## config.mk

```make
export PLATFORM = sky130hd
export DESIGN_NAME = imu_report_sample_sequencer_core
export DESIGN_NICKNAME = d
export VERILOG_FILES = /design/src/hw/rtl/irss_pkg.sv /design/src/hw/rtl/irss_capture.sv /design/src/hw/rtl/imu_report_sample_sequencer_core.sv
export SDC_FILE = /design/constraint.sdc
export NUM_CORES = 2
export LEC_CHECK = 0
export BUFFER_PORTS_ARGS = -buffer_cell sky130_fd_sc_hd__buf_2
export CORE_AREA = 2 2 444 446
export DETAILED_ROUTE_END_ITERATION = 12
export DIE_AREA = 0 0 446 448
export GPL_TIMING_DRIVEN = 0
export PLACE_DENSITY = 0.46
export SLEW_MARGIN = 5
export SYNTH_ARGS = -nofsm -noshare
export SYNTH_HDL_FRONTEND = slang
export SYNTH_SLANG_ARGS = --single-unit
```

## constraint.sdc

```tcl
create_clock -name clk -period 11.6 [get_ports clk]
set_input_delay 2.32 -clock clk [delete_from_list [all_inputs] [get_ports clk]]
set_output_delay 2.32 -clock clk [all_outputs]
set_load 0.005 [all_outputs]
```

## src/hw/rtl/irss_pkg.sv

```systemverilog
// Shared types, constants and helpers for the inertial report sequencer.
package irss_pkg;

  localparam int REPORT_BYTES = 52;
  localparam int COUNT_CAP    = 53;
  localparam int SAMPLE_BYTES = 17;
  localparam int SAMPLE_COUNT = 3;
  localparam int CNT_W        = 6;
  localparam int WALK_W       = 2;
  localparam int STATUS_W     = 2;
  localparam int SAMPLE_W     = SAMPLE_BYTES * 8;
  localparam int TICKS_W      = 32;
  localparam int OUT_W        = SAMPLE_W + TICKS_W;
  localparam int TICKS_LSB    = 96;
  localparam int DELTA_LSB    = SAMPLE_W;

  localparam logic [TICKS_W-1:0] TICKS_ALL   = 32'hFFFF_FFFF;
  localparam logic [TICKS_W-1:0] WRAP_WINDOW = TICKS_ALL >> 2;

  localparam logic [STATUS_W-1:0] STATUS_SAMPLE     = 2'd0;
  localparam logic [STATUS_W-1:0] STATUS_BAD_LENGTH = 2'd1;
  localparam logic [STATUS_W-1:0] STATUS_UNKNOWN_ID = 2'd2;

  typedef logic [SAMPLE_W-1:0] sample_t;
  typedef logic [OUT_W-1:0]    result_t;

  typedef struct packed {
    logic                        load_walk;
    logic                        load_err;
    logic [STATUS_W-1:0]         code;
    sample_t [SAMPLE_COUNT-1:0]  slots;
  } job_t;

  // Wrap-aware "t is newer than s".
  function automatic logic irss_newer(input logic [TICKS_W-1:0] t,
                                      input logic [TICKS_W-1:0] s);
    logic [TICKS_W:0] diff;
    logic             res;
    diff = {1'b0, t} - {1'b0, s};
    if (diff[TICKS_W-1:0] == '0) begin
      res = 1'b0;
    end else if (diff[TICKS_W]) begin
      res = (diff[TICKS_W-1:0] <= ~WRAP_WINDOW);
    end else begin
      res = (diff[TICKS_W-1:0] < WRAP_WINDOW);
    end
    return res;
  endfunction

endpackage

```

## src/hw/rtl/irss_capture.sv

```systemverilog
// Report byte store, length count and end-of-report decode into a walk or error job.
module irss_capture
  import irss_pkg::*;
(
  input  logic       clk,
  input  logic       rst_n,
  input  logic       beat,
  input  logic [7:0] data_byte,
  input  logic       end_flag,
  input  logic [7:0] report_id,
  output job_t       job
);

  logic [7:0]       store_r [REPORT_BYTES];
  logic [CNT_W-1:0] cnt_r;
  logic [CNT_W-1:0] cnt_nxt;
  logic [7:0]       cur_b [REPORT_BYTES];
  sample_t          smp [SAMPLE_COUNT];
  logic [7:0]       seq0;
  logic [7:0]       seq1;
  logic [7:0]       seq2;
  logic             id_ok;
  logic             len_ok;

  always_ff @(posedge clk) begin
    if (beat && (cnt_r < CNT_W'(REPORT_BYTES))) begin
      store_r[cnt_r] <= data_byte;
    end
  end

  always_comb begin
    cnt_nxt = cnt_r;
    if (beat) begin
      if (end_flag) begin
        cnt_nxt = '0;
      end else if (cnt_r < CNT_W'(COUNT_CAP)) begin
        cnt_nxt = cnt_r + CNT_W'(1);
      end
    end
  end

  always_ff @(posedge clk) begin
    if (!rst_n) begin
      cnt_r <= '0;
    end else begin
      cnt_r <= cnt_nxt;
    end
  end

  // Merge the current beat into the stored view.
  always_comb begin
    for (int i = 0; i < REPORT_BYTES; i++) begin
      cur_b[i] = (cnt_r == CNT_W'(i)) ? data_byte : store_r[i];
    end
    for (int s = 0; s < SAMPLE_COUNT; s++) begin
      for (int j = 0; j < SAMPLE_BYTES; j++) begin
        smp[s][8*j +: 8] = cur_b[1 + s*SAMPLE_BYTES + j];
      end
    end
  end

  assign seq0   = smp[0][SAMPLE_W-1 -: 8];
  assign seq1   = smp[1][SAMPLE_W-1 -: 8];
  assign seq2   = smp[2][SAMPLE_W-1 -: 8];
  assign id_ok  = (cur_b[0] == report_id);
  assign len_ok = (cnt_r == CNT_W'(REPORT_BYTES - 1));

  always_comb begin
    job.load_walk = 1'b0;
    job.load_err  = 1'b0;
    job.code      = STATUS_SAMPLE;
    // Order the slots oldest first.
    if (seq0 == seq1 + 8'd2) begin
      job.slots = {smp[0], smp[2], smp[1]};
    end else if (seq1 == seq2 + 8'd2) begin
      job.slots = {smp[1], smp[0], smp[2]};
    end else begin
      job.slots = {smp[2], smp[1], smp[0]};
    end
    if (beat && end_flag) begin
      if (!id_ok) begin
        job.load_err = 1'b1;
        job.code     = STATUS_UNKNOWN_ID;
      end else if (!len_ok) begin
        job.load_err = 1'b1;
        job.code     = STATUS_BAD_LENGTH;
      end else begin
        job.load_walk = 1'b1;
      end
    end
  end

endmodule

```

## src/hw/rtl/imu_report_sample_sequencer_core.sv

```systemverilog
// Top level of the inertial report sequencer: byte input, sample walk, result output.
//
// Input: one report byte per beat on in_tdata, in_tlast on the report's final byte.
// Config: cfg_tdata is the expected report id, written at a cfg beat; the user
// must write it only while idle, the block does not enforce this. Output: one beat
// per result; out_tuser is the status, out_tlast marks the last result of a report.
// Error results carry all-zero data. A byte is taken every cycle, except a final
// byte while busy. On the final byte of a good report the three samples are latched
// oldest first and walked one per cycle while the output is free, against the
// stored stamp; a kept sample is held until the next kept sample or the walk's end
// so its last flag is known, then sent. An error result passes through the pending
// error register to the output register. Bytes of the next report are taken during
// the walk; only its final byte waits while a walk, held sample or error is still
// pending. A stalled receiver holds the output register and freezes the walk.
// Reset clears the byte count, the stored stamp (unprimed) and sets the id to 32.
module imu_report_sample_sequencer_core
  import irss_pkg::*;
(
  input  logic                clk,
  input  logic                rst_n,
  input  logic                in_tvalid,
  output logic                in_tready,
  input  logic [7:0]          in_tdata,   // data_byte
  input  logic                in_tlast,
  input  logic                cfg_tvalid,
  output logic                cfg_tready,
  input  logic [7:0]          cfg_tdata,  // sensor_report_id
  output logic                out_tvalid,
  input  logic                out_tready,
  // accel_x, accel_y, accel_z, rate_x, rate_y, rate_z, sample_ticks, sample_seq, delta_ticks
  output logic [OUT_W-1:0]    out_tdata,
  output logic [STATUS_W-1:0] out_tuser,  // status
  output logic                out_tlast
);

  job_t                       job;
  logic                       in_beat;
  logic                       busy;
  logic                       out_free;

  logic [7:0]                 id_r, id_nxt;
  logic [TICKS_W-1:0]         last_ticks_r, last_ticks_nxt;
  logic [WALK_W-1:0]          walk_cnt_r, walk_cnt_nxt;
  logic                       err_pend_r, err_pend_nxt;
  logic [STATUS_W-1:0]        err_code_r, err_code_nxt;
  sample_t [SAMPLE_COUNT-1:0] slots_r, slots_nxt;
  logic                       hold_valid_r, hold_valid_nxt;
  result_t                    hold_data_r, hold_data_nxt;
  logic                       out_tvalid_r, out_tvalid_nxt;
  result_t                    out_tdata_r, out_tdata_nxt;
  logic [STATUS_W-1:0]        out_tuser_r, out_tuser_nxt;
  logic                       out_tlast_r, out_tlast_nxt;

  sample_t                    cur;
  logic [TICKS_W-1:0]         cur_ticks;
  logic [TICKS_W-1:0]         delta;
  logic                       newer;

  assign busy       = err_pend_r | (walk_cnt_r != '0) | hold_valid_r;
  assign in_tready  = !(busy && in_tlast);
  assign in_beat    = in_tvalid && in_tready;
  assign cfg_tready = 1'b1;
  assign out_free   = !out_tvalid_r || out_tready;

  irss_capture u_capture (
    .clk       (clk),
    .rst_n     (rst_n),
    .beat      (in_beat),
    .data_byte (in_tdata),
    .end_flag  (in_tlast),
    .report_id (id_r),
    .job       (job)
  );

  assign cur       = slots_r[0];
  assign cur_ticks = cur[TICKS_LSB +: TICKS_W];
  assign delta     = cur_ticks - last_ticks_r;
  assign newer     = irss_newer(cur_ticks, last_ticks_r);

  always_comb begin
    id_nxt         = id_r;
    last_ticks_nxt = last_ticks_r;
    walk_cnt_nxt   = walk_cnt_r;
    err_pend_nxt   = err_pend_r;
    err_code_nxt   = err_code_r;
    slots_nxt      = slots_r;
    hold_valid_nxt = hold_valid_r;
    hold_data_nxt  = hold_data_r;
    out_tvalid_nxt = out_tvalid_r;
    out_tdata_nxt  = out_tdata_r;
    out_tuser_nxt  = out_tuser_r;
    out_tlast_nxt  = out_tlast_r;

    if (cfg_tvalid) begin
      id_nxt = cfg_tdata;
    end

    if (out_tready) begin
      out_tvalid_nxt = 1'b0;
    end

    if (err_pend_r && out_free) begin
      out_tvalid_nxt = 1'b1;
      out_tdata_nxt  = '0;
      out_tuser_nxt  = err_code_r;
      out_tlast_nxt  = 1'b1;
      err_pend_nxt   = 1'b0;
    end else if ((walk_cnt_r != '0) && out_free) begin
      walk_cnt_nxt = walk_cnt_r - WALK_W'(1);
      slots_nxt[0] = slots_r[1];
      slots_nxt[1] = slots_r[2];
      if (last_ticks_r == '0) begin
        last_ticks_nxt = cur_ticks;
      end else if (newer) begin
        last_ticks_nxt = cur_ticks;
        hold_valid_nxt = 1'b1;
        hold_data_nxt  = {delta, cur};
        if (hold_valid_r) begin
          out_tvalid_nxt = 1'b1;
          out_tdata_nxt  = hold_data_r;
          out_tuser_nxt  = STATUS_SAMPLE;
          out_tlast_nxt  = 1'b0;
        end
      end
    end else if (hold_valid_r && (walk_cnt_r == '0) && out_free) begin
      out_tvalid_nxt = 1'b1;
      out_tdata_nxt  = hold_data_r;
      out_tuser_nxt  = STATUS_SAMPLE;
      out_tlast_nxt  = 1'b1;
      hold_valid_nxt = 1'b0;
    end

    if (job.load_walk) begin
      walk_cnt_nxt = WALK_W'(SAMPLE_COUNT);
      slots_nxt    = job.slots;
    end
    if (job.load_err) begin
      err_pend_nxt = 1'b1;
      err_code_nxt = job.code;
    end
  end

  always_ff @(posedge clk) begin
    if (!rst_n) begin
      id_r         <= 8'd32;
      last_ticks_r <= '0;
      walk_cnt_r   <= '0;
      err_pend_r   <= 1'b0;
      hold_valid_r <= 1'b0;
      out_tvalid_r <= 1'b0;
    end else begin
      id_r         <= id_nxt;
      last_ticks_r <= last_ticks_nxt;
      walk_cnt_r   <= walk_cnt_nxt;
      err_pend_r   <= err_pend_nxt;
      hold_valid_r <= hold_valid_nxt;
      out_tvalid_r <= out_tvalid_nxt;
    end
  end

  always_ff @(posedge clk) begin
    err_code_r  <= err_code_nxt;
    slots_r     <= slots_nxt;
    hold_data_r <= hold_data_nxt;
    out_tdata_r <= out_tdata_nxt;
    out_tuser_r <= out_tuser_nxt;
    out_tlast_r <= out_tlast_nxt;
  end

  assign out_tvalid = out_tvalid_r;
  assign out_tdata  = out_tdata_r;
  assign out_tuser  = out_tuser_r;
  assign out_tlast  = out_tlast_r;

endmodule

```

==> results by group <==
Run status
  – Status: finished, violations left
  – Violations in the final reports: capacitance limit, slew limit

Clock network
  – Clock tree from TritonCTS: built
  – Insertion delay to the later sink of the worst-skew pair: 0.82 ns
  – Clock buffer depth: 3
  – Cell at the root of the clock tree: clkbuf_16
  – Number of gates resized after cts: 0
  – Post-CTS repair timing setup buffer count: 0
  – Clock slew seen by the registers of the worst setup and hold paths: about 0.060 ns
  – Clock sink count: between 1000 and 1500
  – CTS Buf Count: 147
  – Maximum level of the CTS H-tree: 4
  – Number of hold buffers added after CTS: 0

Yosys
  – Mean instance size in the synthesized netlist: between 10 and 15 sq um
  – Primary FF master, synth: edfxtp_1
  – Share of Yosys cell area claimed by the top area cell type: 0.5142
  – Mapped Cells: roughly 4900
  – Number of synthesized flops with an enable pin: ~1000
  – Synth area leaders: edfxtp_1 51%, mux2i_1 13%, dfxtp_1 7.6%
  – Most area-hungry cell type in the Yosys netlist: edfxtp_1
  – Synth unique cells: 82
  – Number of synthesis warnings: 0
  – Sequential share of the synthesized area: 0.5899
  – Net Count, Synth: around 5000
  – Flip-flop and latch count after synthesis: about 1200
  – Fraction of registers with async set/reset: 0
  – Post-Synthesis Cell Area: between 50000 and 60000 sq um

Routing
  – Violation count after the first detailed-route iteration: 3444
  – Met2 wire length: just under 100 mm
  – Vias per cell: between 5 and 6
  – Total wire length: between 200 and 250 mm
  – Wire length on met3: approximately 12 mm
  – Remaining DRCs: 0
  – Top sig layer: met5
  – DR WL/cell: 26.38 um
  – Overall via count from detail_route: roughly 42000
  – Post-Route M1 WL: 92.60 mm
  – Number of nets still failing antenna checks after routing: 0
  – DRT Pass-1 Iters: 5

Power and ir drop
  – Final total power: 16.02 mW
  – Maximum vdd ir drop: 0.0001901 V
  – Power per unit of standard cell area: ~240 nW/um^2
  – Leak: roughly 23 nW

Critical path
  – Highest-delay cell along the critical path: clkbuf_2
  – Type of the worst setup path: in -> reg
  – Startpoint class of the critical path: input port
  – List of cells traversed by the critical path: buf_4, buf_16, clkbuf_1, nand3_1, a22oi_1, nand2b_1, o32ai_1, a32oi_1, o22ai_1, and3_1, clkbuf_1, clkbuf_2, clkbuf_1, mux2_2, a21oi_1
  – Crit path largest cell delay: 0.76 ns
  – Crit path arrival time: between 8 and 9 ns
  – Worst Path Required: 12.10 ns
  – Critical Path Sink Type: flip-flop
  – Kind of cell with the highest combined delay on the critical path: buffers and inverters
  – CP Max Fanout: 50
  – CP dominant cell by count: clkbuf_1
  – Count of buffering cells on the critical path with inverters included: 6

Floorplan
  – Cell Rows: approximately 160
  – Width of the chip: 446 um
  – Starting density of the core: 0.2989
  – Placeable Area: about 190000 sq um
  – Number of top-level pins: 196
  – Y dimension of the die: between 400 and 500 um
  – Total Die Area: 199800 sq um

Finish
  – Final Instance Area: about 68000 sq um
  – Most common cell after layout, fill and taps aside: edfxtp_1
  – Layout cells sized above 1: 0.1466
  – Post-Layout Cell Count: approximately 8000
  – Leading cell types in the layout, fill and taps excluded: 996 x edfxtp_1, 727 x mux2i_1, 456 x a21oi_1, 413 x nand2_1, 341 x nand3_1
  – Number of nets in the finished design: about 5300
  – Synth-to-Final Area Change: 16.73%

Timing
  – Share of the clock period used by the worst path: 0.6654
  – Number of endpoints with negative hold slack in the final report: 0
  – Setup TNS: 0 ns
  – Worst clock skew: around 0.031 ns
  – Endpoints failing setup: 0
  – Period minus WS final: 7.718 ns
  – Highest achievable clock rate: roughly 130 MHz
  – Max-slew headroom: -0.02057
  – Number of pins exceeding their max-slew limit in the final report: 22
  – Worst hold slack across all endpoints: approximately 0.40 ns
  – RSZ-0062 raised after global routing: no
  – Worst Tran Pin Value: around 1.5 ns

Global routing
  – Via count of the first global-routing pass: slightly above 40000
  – Combined global-route utilization of all metal layers: 0.2046
  – Initial antenna violation count: 10
  – Aggregate global routing overflow: 0
  – First-pass GRT wire length: roughly 300 mm
  – Pin count of the biggest net entering global routing: between 60 and 70

Placed design
  – DPL Wire Length: ~140 mm
  – Placed cell areas: roughly 63000 sq um
  – Port Buffer Count: between 150 and 200
  – GPL Wtd Cong: between 0.8 and 0.9
  – Dpl cells: approximately 7700

Job
  – Count of max-cap constraint violations: 3

Hold path
  – Min-delay worst type: reg -> reg
## cell usage after synthesis, types with 12 or more instances
library cell,count
edfxtp_1,996
mux2i_1,727
a21oi_1,456
nand2_1,414
nand3_1,341
clkbuf_1,313
o21ai_0,311
nor2_1,291
mux2_2,268
dfxtp_1,220
inv_1,64
and3_1,45
ha_1,40
xnor2_1,34
a32oi_1,31
o311ai_0,29
buf_2,24
buf_1,19
nor3_1,19
nor4_1,19
and2_1,18
nand4_1,16
o211ai_1,15
a211oi_1,13
or3_1,12
xor2_1,12
## final timing paths
kind	startpoint	end	slack, ns	cells past startpoint
setup / recovery	in_tdata[1]	cur[109]	3.88	15
hold / removal	cur[52]	hold_data_r[52]	0.40	0
setup reg to reg	u_capture.cnt_r[5]	cur[119]	4.65	16
hold reg to reg	cur[52]	hold_data_r[52]	0.40	0
## layout make-up
class / count / area, sq um
Clock buffer: 199 / 4113
Timing Repair Buffer: 219 / 1579
Sequential cell: 1216 / 34310
Tap cell: 2542 / 3181
Multi-Input combinational cell: 3240 / 21980
Buffer: 376 / 1693
Inverter: 64 / 240.2
Antenna cell: 1 / 2.502
Clock inverter: 73 / 800.8
Fill cell: 19349 / 126700
## worst register-to-register path, cell delays in order, from the launching register on
cell and delay (ns):
dfxtp_1 0.30, clkbuf_1 0.27, nor2b_1 0.17, clkbuf_1 0.58, nand2_1 0.48, mux2i_1 0.66
inv_1 0.19, ha_1 0.31, nand4_1 0.11, nor2_1 0.05, o311a_1 0.33, o2111a_1 0.24
clkbuf_1 0.19, nor2_1 0.99, clkbuf_2 0.79, clkbuf_1 0.55, a21oi_1 0.38
## per-layer routing
metal,GRT usage,vias to the layer above
met1,0.2745,20795
met2,0.3363,1378
met4,0.06828,4
met3,0.03217,301
met5,0,-
li1,-,19056
## per-stage QoR
stage	setup WS, ns	util
final	3.882	0.3490
after global routing	3.724	0.3490
after CTS	4.101	0.3490
after detailed placement	3.256	0.3237
after global placement	-5.326	0.3203
after floorplan	0.3136	-
## kinds of logic (layout without fill, tap and decap cells)
kind of cell	after synthesis	in the layout	share of synthesized area
flops	1216	1216	0.5899
simple gates	1219	1219	0.09393
mux	996	996	0.1774
xor+xnor	46	46	0.006926
compound gates	937	937	0.09023
other cells	1	2	0.00006447
fa+ha+maj	41	41	0.008948
buf+inv	440	931	0.03267
## power by group
group | switching [mW] | internal (mW)
clock | 1.93 | 2.81
sequential | 0.430 | 6.23
combinational | 3.10 | 1.52
## state kept, by name (all words and copies together) (netlist names), 2 cells and up
name / flops
u_capture.store_r: 416
slots_r: 272
hold_data_r: 168
out_tdata: 168
cur: 136
last_ticks_r: 32
id_r: 8
u_capture.cnt_r: 6
err_code_r: 2
out_tuser: 2
walk_cnt_r: 2
Power figures use the tool's default switching activity.
